$ cat src/sv/cmacc_ram.sv
`default_nettype none
module cmacc_ram #(
	parameter int DEPTH = 64,
	parameter int WIDTH = 32,
	parameter int AW    = $clog2(DEPTH)
) (
	input  wire logic             clk,
	input  wire logic             we,
	input  wire logic [AW-1:0]    waddr,
	input  wire logic [WIDTH-1:0] wdata,
	input  wire logic [AW-1:0]    raddr,
	output logic      [WIDTH-1:0] rdata
);

	logic [WIDTH-1:0] mem [DEPTH];

	always_ff @(posedge clk) begin
		if (we) begin
			mem[waddr] <= wdata;
		end
		rdata <= mem[raddr];
	end

endmodule
`default_nettype wire

$ cat config.mk
export PLATFORM = sky130hd
export DESIGN_NAME = cmacc_ram
export DESIGN_NICKNAME = d
export VERILOG_FILES = /design/src/sv/cmacc_ram.sv
export SDC_FILE = /design/constraint.sdc
export NUM_CORES = 2
export LEC_CHECK = 0
export CAP_MARGIN = 10
export CORE_MARGIN = 8
export CORE_UTILIZATION = 40
export CTS_CLUSTER_DIAMETER = 60
export CTS_CLUSTER_SIZE = 10
export DETAILED_ROUTE_END_ITERATION = 6
export DONT_BUFFER_PORTS = 1
export SLEW_MARGIN = 15
export SYNTH_ARGS = -nofsm -noshare
export SYNTH_HDL_FRONTEND = slang
export SYNTH_SLANG_ARGS = --single-unit
$ cat constraint.sdc
create_clock -name clk -period 7.5 [get_ports clk]
set_input_delay 0.75 -clock clk [delete_from_list [all_inputs] [get_ports clk]]
set_output_delay 0.75 -clock clk [all_outputs]
set_load 0.02 [all_outputs]
==> flow_summary.toml <==
[setup_path]
path_cells = "buf_16, buf_16, nand3b_1, o221ai_1, a21oi_1, a21oi_1, nor2_1"
cp-end-kind = "flip-flop"
arrival_ps = 4720
r2r_slack_ps = 4950
cp_data_required_time_ps = 8100
path_max_fanout = 163
cp-start-kind = "input port"
worst-path-stages = 7
cp-endpoint = "rdata[16]"
crit_type = "in2reg"
cpMaxStageDelayCell = "buf_16"
path_delay_family = "buffers and inverters"
crit_path_max_incr_delay_ps = 890
critPathBufInv = 2
reg2reg_to = "rdata[28]"
crit_path_start = "raddr[0]"
r2r_cells = 4
r2r-start = "mem[63][28]"

[floorplan]
die_w_um = 459.0
rows = 162
io_pins = 78
dieArea_um2 = 210700
core_um2 = 195000
die_h_um = 459.0
start_util_pct = 40.27

[timing]
rsz0062_at_grt = "false"
finalSetupViolations = 0
hold_violations = 0
setup_ws_ps = 3381
slew_viol_final = 0
timing.setup.tns_ps = 0
layout_min_cycle_time_ps = 4119
skew_ps = 94.46
worstMarginPinSlew_ps = 1291
finalCritPeriodShare_pct = 54.91
slew-limit-headroom_pct = 13.94
max_freq_mhz = 242.8

[final_layout]
area_growth_pct = 14.57
fin_nets = 3567
fin_cells = 6283
n_fill_cell = 15960
utilization_pct = 46.13
seq_area_um2 = 62140
multi_input_area_um2 = 15990
drive_above_1_share_pct = 27.05

[power]
ir_drop_mv = 0.2221
pwr_density_cell_nw_per_um2 = 269.1
p_leak_nw = 27.54
power_mw = 24.20

[global_route]
grt_overflow_total = 0
grt.met3_usage_pct = 5.393
grt_max_degree = 514
grt_pass1_wl_mm = 296.7
grt.total_usage_pct = 20.11
grt_pass1_vias = 37090
grtUsageMet1_pct = 27.14
globalRouteMet2Util_pct = 31.77
grt_busiest_layer = "met2"
antenna_found_initial = 14

[detailed_routing]
drt_first_pass_iters = 7
drc = 0
final_antenna_net_count = 0
vias = 36750
routed_wirelength_mm = 215.6
avgViaCountPerCell = 5.848
wl_per_cell_um = 34.31
drt_iter0_drc = 4982

[cts]
cts_buffers = 231
clk_latency_ps = 880
clk_pin_slew_ps = 60
cts.sinks = 2080
cts_max_path_buffers = 3
htreeDepth = 4
root_buffer = "clkbuf_16"
post_cts_resized = 0
cts_tree = "yes"

[placement]
placed_cells_incl_taps = 5840
numPortBuffers = 0
place.detailed.hpwl_mm = 101.5
post-place-ws_ps = 3903
gp_congestion = 0.7781

[logic_synthesis]
synth.avg_cell_area_um2 = 23.62
synth_nets = 3370
yosysSeqAreaShare_pct = 79.14
synthFlopType = "edfxtp_1"
synth_area_um2 = 78520
synth-edff-count = 2048
yosysWarnings = 0
synth_seq_cells = 2080
synthCells = 3324
synthDistinctLibCells = 34
async_flop_share_pct = 0

[run_status]
status = "completed"

[flow_run]
max_cap_viol_count = 0

[hold_path]
hp-class = "in2reg"
area by class of cell:
class / count / area share [%]
clock buffers: 340 / 6.914
diodes: 6 / 0.01669
well taps: 2624 / 3.650
multi-input cells: 1062 / 17.77
repair buffers: 146 / 2.028
flip-flops and latches: 2080 / 69.08
clock inverters: 25 / 0.5397
sequential cells by signal, indices dropped and copies added (netlist names):
signal / flops
mem: 2048
rdata: 32
cell usage in the layout, fill, tap and decap left out, types with 3 or more instances in the layout:
master,n
buf_4,74
nor3_1,5
mux2i_1,93
clkbuf_8,3
a311oi_1,8
clkbuf_16,231
a21oi_1,62
nor2b_1,14
buf_12,18
nand3_1,5
edfxtp_1,2048
nand2b_2,3
nand2b_1,5
dlygate4sd3_1,33
dfxtp_1,32
a22oi_1,12
and3_1,4
clkinv_16,10
nand3b_1,5
or3_1,3
clkinv_8,3
mux4_2,544
or3b_2,3
nor2_1,75
o221ai_1,27
a41o_1,4
clkbuf_1,106
diode_2,6
nor2_4,62
o32ai_1,4
o22ai_1,83
buf_16,21
inv_6,4
nand2_1,26
timing repair:
action / 4_1_cts / 5_1_grt
hold buffers: 68 / 0
buffers inserted: 0 / 0
hold endpoints to repair: 1447 / 0
layer usage:
metal	vias up	part of all wire, %
met5	-	0.015
met4	4	3.7
met3	292	9.5
met2	1735	48
met1	20070	39
li1	14640	-
worst register-to-register path: cells and delay by family, from the launching register on:
kind	cells	cell delay (ps)
multiplexers	2	1030
AO/OA/AOI/OAI	1	910
flip-flops	1	360
AND/OR/NAND/NOR	1	110
cells by family (layout without fill, tap and decap cells):
| kind of cell | count (synthesis) | in the layout | synth area share, % |
|---|---|---|---|
| AOI/OAI and AO/OA | 202 | 202 | 1.673 |
| buffers and inverters | 182 | 511 | 1.128 |
| DFF | 2080 | 2080 | 79.14 |
| muxes | 637 | 637 | 16.79 |
| other | 0 | 6 | 0 |
| and+or+nand+nor | 223 | 223 | 1.265 |
through the flow:
stage               hold WS, ps  instance area (um^2)
floorplan                 663.2                 78520
global placement          706.9                 81960
detailed placement        718.5                 81970
CTS                      0.8367                 89830
global route              12.96                 89950
finish                    67.71                 89960
synth_stat cells (all sizes together), types with 4 or more instances:
master     n  area share, %
edfxtp  2048             78
mux4     544             16
nor2     137           0.65
buf      108           0.77
mux2i     93            1.2
o22ai     84           0.67
clkbuf    74           0.35
a21oi     62           0.40
dfxtp     32           0.82
o221ai    27           0.30
nand2     26           0.12
nor2b     15           0.12
a22oi     12           0.11
a311oi     8          0.089
nand2b     8          0.064
nor3       7          0.045
nand3      5          0.032
nand3b     5          0.048
or3b       5          0.056
a41o       4          0.051
and3       4          0.032
o32ai      4          0.045
how the worst min path moves through the flow:
stage / endpoint / slack [ps] / start / depth (start not counted)
4_1_cts: rdata[27] / 0.8 / raddr[4] / 2
3_5_place_dp: rdata[8] / 720 / mem[12][8] / 4
5_1_grt: rdata[24] / 10 / raddr[4] / 2
3_3_place_gp: rdata[8] / 710 / mem[12][8] / 4
6_report: mem[63][15] / 70 / wdata[15] / 0
2_1_floorplan: rdata[17] / 660 / mem[12][17] / 4
report_power, final:
group / switching [mW] / internal, mW / total, mW
sequential: 0.103 / 12.9 / 13.0
combinational: 0.619 / 0.442 / 1.06
clock: 4.43 / 5.74 / 10.2
No activity file was read; power rests on OpenSTA's default activity.
