File: src/sv/cmacc_pkg.sv
`default_nettype none
package cmacc_pkg;

	localparam logic [1:0] REG_CLASS_COUNT = 2'd0;
	localparam logic [1:0] REG_POPULATION  = 2'd1;

	localparam logic [1:0] FN_RECORD = 2'd0;
	localparam logic [1:0] FN_CELL   = 2'd1;
	localparam logic [1:0] FN_METRIC = 2'd2;

	localparam int          FRAC_BITS = 15;
	localparam logic [15:0] Q15_FULL  = 16'd32768;
	localparam logic [15:0] DEC_FULL  = 16'd10000;

	localparam logic [6:0] CLASS_COUNT_RST = 7'd64;

	// divider request: start pulse, decimal (x10000) scaling instead of Q1.15
	typedef struct packed {
		logic start;
		logic dec;
	} div_ctrl_t;

endpackage
`default_nettype wire

File: src/sv/cmacc_div.sv
`default_nettype none
module cmacc_div
	import cmacc_pkg::*;
#(
	parameter int DW = 34
) (
	input  wire logic          clk,
	input  wire logic          arst_n,
	input  wire div_ctrl_t     ctrl,
	input  wire logic [DW-1:0] num,
	input  wire logic [DW-1:0] den,
	output logic               done,
	output logic      [15:0]   quot
);

	localparam int PW = DW + FRAC_BITS;

	logic                 run_q;
	logic [3:0]           cnt_q;
	logic [DW-1:0]        r_q;
	logic [DW-1:0]        den_q;
	logic [FRAC_BITS-1:0] lo_q;
	logic [FRAC_BITS-1:0] q_q;
	logic                 done_q;
	logic [15:0]          quot_q;

	logic [PW-1:0]        prod;
	logic [DW:0]          trial;
	logic                 ge;
	logic [DW:0]          diff;

	// num * 10000 as shifted adds
	always_comb begin
		prod = (PW'(num) << 13) + (PW'(num) << 10) + (PW'(num) << 9)
			+ (PW'(num) << 8) + (PW'(num) << 4);
		trial = {r_q, lo_q[FRAC_BITS-1]};
		ge    = trial >= {1'b0, den_q};
		diff  = trial - {1'b0, den_q};
	end

	always_ff @(posedge clk or negedge arst_n) begin
		if (!arst_n) begin
			run_q  <= 1'b0;
			cnt_q  <= '0;
			done_q <= 1'b0;
		end else begin
			done_q <= 1'b0;
			if (ctrl.start) begin
				cnt_q <= '0;
				if (den == '0) begin
					done_q <= 1'b1;
				end else if (num >= den) begin
					done_q <= 1'b1;
				end else begin
					run_q <= 1'b1;
				end
			end else if (run_q) begin
				cnt_q <= cnt_q + 4'd1;
				if (cnt_q == 4'(FRAC_BITS - 1)) begin
					run_q  <= 1'b0;
					done_q <= 1'b1;
				end
			end
		end
	end

	always_ff @(posedge clk) begin
		if (ctrl.start) begin
			den_q  <= den;
			q_q    <= '0;
			if (den == '0) begin
				quot_q <= '0;
			end else if (num >= den) begin
				quot_q <= ctrl.dec ? DEC_FULL : Q15_FULL;
			end
			if (ctrl.dec) begin
				r_q  <= prod[PW-1:FRAC_BITS];
				lo_q <= prod[FRAC_BITS-1:0];
			end else begin
				r_q  <= num;
				lo_q <= '0;
			end
		end else if (run_q) begin
			r_q  <= ge ? diff[DW-1:0] : trial[DW-1:0];
			lo_q <= {lo_q[FRAC_BITS-2:0], 1'b0};
			q_q  <= {q_q[FRAC_BITS-2:0], ge};
			if (cnt_q == 4'(FRAC_BITS - 1)) begin
				quot_q <= {1'b0, q_q[FRAC_BITS-2:0], ge};
			end
		end
	end

	assign done = done_q;
	assign quot = quot_q;

	a_no_start_while_busy: assert property (@(posedge clk) disable iff (!arst_n)
		run_q |-> !ctrl.start) else $error("divider restarted while busy");
	a_done_ends_run: assert property (@(posedge clk) disable iff (!arst_n)
		done_q |-> !run_q) else $error("divider done while still running");
	a_run_bounded: assert property (@(posedge clk) disable iff (!arst_n)
		run_q |-> cnt_q < 4'(FRAC_BITS)) else $error("divider step count overrun");

endmodule
`default_nettype wire

File: config.mk
export PLATFORM = sky130hd
export DESIGN_NAME = cmacc_div
export DESIGN_NICKNAME = d
export VERILOG_FILES = /design/src/sv/cmacc_pkg.sv /design/src/sv/cmacc_div.sv
export SDC_FILE = /design/constraint.sdc
export NUM_CORES = 1
export LEC_CHECK = 0
export BUFFER_PORTS_ARGS = -buffer_cell sky130_fd_sc_hd__buf_2
export CORE_ASPECT_RATIO = 0.7
export CORE_UTILIZATION = 25
export CTS_BUF_LIST = sky130_fd_sc_hd__clkbuf_2
export DETAILED_ROUTE_END_ITERATION = 10
export PLACE_DENSITY = 0.38
export SYNTH_ARGS = -nofsm -noshare
export SYNTH_HDL_FRONTEND = slang
export SYNTH_SLANG_ARGS = --single-unit
File: constraint.sdc
create_clock -name clk -period 4.9 [get_ports clk]
set_input_delay 0.245 -clock clk [delete_from_list [all_inputs] [get_ports clk]]
set_output_delay 0.245 -clock clk [all_outputs]
set_load 0.005 [all_outputs]
==> impl_table.tex <==
\begin{tabular}{lr}
\hline
Metric & Value \\
\hline
\multicolumn{2}{l}{\textbf{Clock tree}} \\
Insertion delay of the later-clocked pin in the worst-skew pair & 0.72 ns \\
Maximum buffer depth of the clock tree & 2 \\
Clock Tree Root & sky130\_fd\_sc\_hd\_\_clkbuf\_2 \\
CTS Buf Count & 17 \\
CTS tree & yes \\
CTS Sinks & between 100 and 150 \\
Clock-pin slew of the registers on the worst-case setup and hold paths & approximately 0.17 ns \\
Depth of the CTS H-tree & 4 \\
\multicolumn{2}{l}{\textbf{Final layout}} \\
Area of the multi-input gates & around 8100 um2 \\
Fill cells & 5348 \\
Post-Layout Inst Area & about 15000 um2 \\
Fin cells & $\sim$2300 \\
FF+latch area & 3283 um2 \\
Final Net Count & 1890 \\
Fraction of final layout cells sized beyond drive strength 1 & 0.1542 \\
Synthesis-to-finish area growth & 18.73\% \\
\multicolumn{2}{l}{\textbf{Detailed routing}} \\
Wire length per cell & 18.85 um \\
Remaining antenna violation count after routing & 0 \\
Initial drt markers & 745 \\
Total wire length after detailed routing & between 40000 and 50000 um \\
Met2 wire length & 17510 um \\
Highest layer used for signal routing & met4 \\
Wire length on met1 & between 20000 and 25000 um \\
Via count & between 10000 and 15000 \\
Routed length on met3 & 1243 um \\
DR DRC count & 0 \\
Number of vias per cell & around 4.6 \\
Detailed-routing iteration count for the pre-antenna-repair pass & 5 \\
\multicolumn{2}{l}{\textbf{GRT}} \\
Largest net degree at the start of global routing & 74 \\
First-pass GRT wire length & $\sim$66000 um \\
Number of global-route vias before repair & between 10000 and 15000 \\
Overall routing resource usage & 0.1699 \\
Grt ovf & 0 \\
Antenna violations before repair & 1 \\
\multicolumn{2}{l}{\textbf{Synth}} \\
Synth Flop Type & sky130\_fd\_sc\_hd\_\_edfxtp\_1 \\
Most numerous cell in the Yosys netlist & sky130\_fd\_sc\_hd\_\_inv\_1 \\
Proportion of synthesized chip area in sequential cells & 0.2586 \\
Synth Area per Inst & around 9 um2 \\
Gate Count Post-Synth & around 1400 \\
Post-Synth Simple-Gate Area & 0.1164 \\
Share of the synthesized area in compound gates (AO/OA/AOI/OAI) & 0.1935 \\
Xor/xnor share of the synthesized area & 0.03588 \\
Number of distinct library cell variants in the gate-level netlist after synthesis & 84 \\
Commonest cells post-synth & 281 x sky130\_fd\_sc\_hd\_\_inv\_1, 123 x sky130\_fd\_sc\_hd\_\_ha\_1, 111 x sky130\_fd\_sc\_hd\_\_a21oi\_1 \\
Synthesized area & 12690 um2 \\
Fraction of synthesized cell area taken by the top area cell type & 0.2247 \\
Net count after synthesis & 1700 \\
Multiplexer share of the synthesized area & 0.02356 \\
Number of enable-type register cells in the synthesized netlist & 95 \\
Async SR Flop Fraction & 0.05217 \\
Leading area contributor after synthesis & sky130\_fd\_sc\_hd\_\_edfxtp\_1 \\
Combinational family with the most area after synthesis & adder cells \\
Synth top area cells & sky130\_fd\_sc\_hd\_\_edfxtp\_1 22\%, sky130\_fd\_sc\_hd\_\_fa\_1 15\%, sky130\_fd\_sc\_hd\_\_ha\_1 12\% \\
Synth warn & 0 \\
Adder-cell share of the synthesized area & 0.2679 \\
Number of synthesized register bits & between 100 and 150 \\
\multicolumn{2}{l}{\textbf{Setup path}} \\
Worst-path fanout max & 4 \\
Kind of end point of the critical path & register \\
Required time of the critical path & $\sim$5.4 ns \\
Launching element type of the critical path & primary input \\
Type of the setup path with the least slack & in2reg \\
Critical Path AT & 5.16 ns \\
Reg-to-reg setup timing slack & roughly 1.1 ns \\
\multicolumn{2}{l}{\textbf{Placement}} \\
Number of cells after detailed placement & approximately 2200 \\
IO Port Bufs & around 90 \\
RD Place Congestion & approximately 0.85 \\
Area of placed instances & approximately 14000 um2 \\
Post-DP HPWL & roughly 35000 um \\
\multicolumn{2}{l}{\textbf{Pwr}} \\
Power density over the cells & about 500 nW/um2 \\
Post-route total power & between 7 and 8 mW \\
VDD IR-drop max & $\sim$0.14 mV \\
Leak pwr & between 7 and 8 nW \\
\multicolumn{2}{l}{\textbf{Timing}} \\
Min Tclk post-route & roughly 4.7 ns \\
Accumulated negative setup slack & 0 ns \\
Final-report setup violation count & 0 \\
Max-slew violations & 0 \\
RSZ-0062 raised after global routing & no \\
Count of endpoints failing hold in the final timing report & 0 \\
Normalized max-slew margin & 0.2459 \\
Worst Clk Skew & slightly above 0.05 ns \\
Final period utilization & 0.9607 \\
Final hold slack & 0.09397 ns \\
Measured slew at the worst slew-check pin & roughly 1.1 ns \\
Peak Freq & 212.4 MHz \\
\multicolumn{2}{l}{\textbf{Die}} \\
Area of the placeable core & about 50000 um2 \\
Die width & about 270 um \\
Overall die height & 190.5 um \\
Initial cell density of the core & 0.2555 \\
Row count & 68 \\
Die footprint & 51700 um2 \\
I/O pin cnt & 89 \\
\multicolumn{2}{l}{\textbf{Job}} \\
Max-cap viol count & 0 \\
\multicolumn{2}{l}{\textbf{Worst hold path}} \\
Path category of the worst min-delay check & in2reg \\
\multicolumn{2}{l}{\textbf{Run status}} \\
Status & completed \\
\hline
\end{tabular}
registers in the layout (all words and copies together), names as in the netlist:
name	flops
quot	16
r_q	34
den_q	34
lo_q	11
done	1
cnt_q	4
q_q	14
run_q	1
final timing paths:
kind | startpoint | to | depth (start not counted)
setup / recovery | num[1] | r_q[26]$_DFFE_PP_ | 21
hold / removal | num[0] | lo_q[8]$_DFFE_PP_ | 4
setup reg to reg | r_q[23]$_DFFE_PP_ | r_q[28]$_DFFE_PP_ | 11
hold reg to reg | q_q[0]$_SDFFE_PP0P_ | q_q[0]$_SDFFE_PP0P_ | 2
max in group asynchronous | arst_n | done$_DFF_PN0_ | 3
min in group asynchronous | arst_n | cnt_q[0]$_DFFE_PN0P_ | 3
timing repair:
| action | 4_1_cts | 5_1_grt |
|---|---|---|
| hold buffers | 40 | 0 |
| setup endpoints to repair | 0 | 2 |
| setup buffers | 0 | 1 |
| gates resized for setup | 0 | 1 |
| hold endpoints to repair | 54 | 0 |
cells in the final DEF, fill, tap and decap left out, types with 6 or more instances in the layout:
master / n
sky130_fd_sc_hd__inv_1: 281
sky130_fd_sc_hd__ha_1: 123
sky130_fd_sc_hd__a21oi_1: 111
sky130_fd_sc_hd__buf_4: 102
sky130_fd_sc_hd__edfxtp_1: 95
sky130_fd_sc_hd__fa_1: 93
sky130_fd_sc_hd__buf_2: 87
sky130_fd_sc_hd__nand2_1: 74
sky130_fd_sc_hd__nor2_1: 71
sky130_fd_sc_hd__o21ai_0: 61
sky130_fd_sc_hd__a21o_1: 51
sky130_fd_sc_hd__dlygate4sd3_1: 40
sky130_fd_sc_hd__xnor2_1: 32
sky130_fd_sc_hd__nand4_1: 29
sky130_fd_sc_hd__a211oi_1: 26
sky130_fd_sc_hd__mux2i_1: 22
sky130_fd_sc_hd__nor2b_1: 21
sky130_fd_sc_hd__xor2_1: 20
sky130_fd_sc_hd__nor3_1: 19
sky130_fd_sc_hd__clkbuf_2: 19
sky130_fd_sc_hd__a31oi_1: 15
sky130_fd_sc_hd__and3_1: 14
sky130_fd_sc_hd__nand3_1: 14
sky130_fd_sc_hd__dfxtp_1: 14
sky130_fd_sc_hd__o21a_1: 11
sky130_fd_sc_hd__o211ai_1: 10
sky130_fd_sc_hd__nand2b_1: 10
sky130_fd_sc_hd__nor4_1: 9
sky130_fd_sc_hd__o21bai_1: 8
sky130_fd_sc_hd__mux2_2: 7
sky130_fd_sc_hd__a22o_1: 6
sky130_fd_sc_hd__dfrtp_1: 6
cell type report:
type	count	area share
Multi-Input combinational cell	957	0.5368
Sequential cell	115	0.2178
Timing Repair Buffer	229	0.1063
Inverter	282	0.07023
Tap cell	665	0.05520
Clock inverter	13	0.007222
Clock buffer	19	0.006309
Antenna cell	1	0.0001660
layer usage:
metal,GRT usage,up-vias
li1,-,5262
met1,0.2749,5123
met2,0.2424,167
met3,0.01385,24
met4,0.02766,0
met5,0,-
worst max-delay path, cell delays in order:
cell and delay (ns):
sky130_fd_sc_hd__dlygate4sd3_1 0.53, sky130_fd_sc_hd__buf_2 0.11, sky130_fd_sc_hd__inv_1 0.12, sky130_fd_sc_hd__fa_1 0.56
sky130_fd_sc_hd__inv_1 0.05, sky130_fd_sc_hd__fa_1 0.49, sky130_fd_sc_hd__inv_1 0.05, sky130_fd_sc_hd__fa_1 0.49
sky130_fd_sc_hd__inv_1 0.04, sky130_fd_sc_hd__ha_1 0.32, sky130_fd_sc_hd__buf_4 0.16, sky130_fd_sc_hd__o21a_1 0.17
sky130_fd_sc_hd__o31ai_1 0.15, sky130_fd_sc_hd__a211oi_1 0.19, sky130_fd_sc_hd__buf_4 0.19, sky130_fd_sc_hd__o311ai_2 0.35
sky130_fd_sc_hd__a311oi_2 0.23, sky130_fd_sc_hd__buf_4 0.19, sky130_fd_sc_hd__xor2_1 0.13, sky130_fd_sc_hd__a21oi_1 0.29
sky130_fd_sc_hd__nor3_1 0.11
where the power goes:
| group | internal [mW] | switching, mW |
|---|---|---|
| Sequential | 1.34 | 0.137 |
| Combinational | 2.24 | 3.20 |
| Clock | 0.187 | 0.404 |
| Total | 3.77 | 3.74 |
cell families (layout without fill, tap and decap cells):
group,after synthesis,count (layout)
AOI/OAI and AO/OA,367,367
xor gates and xnor gates,52,52
adders and majority gates,216,216
buffers and inverters,340,543
DFF,115,115
muxes,29,29
other,0,1
and+or+nand+nor,293,293
through the flow:
step / util / setup slack [ns]
2_1_floorplan: - / 0.3635
3_3_place_gp: 0.2909 / -0.2555
6_report: 0.3033 / 0.1927
3_5_place_dp: 0.2909 / -0.1578
4_1_cts: 0.3031 / 0.2596
5_1_grt: 0.3033 / 0.004375
Note: power is estimated with default switching activity, not from simulation.
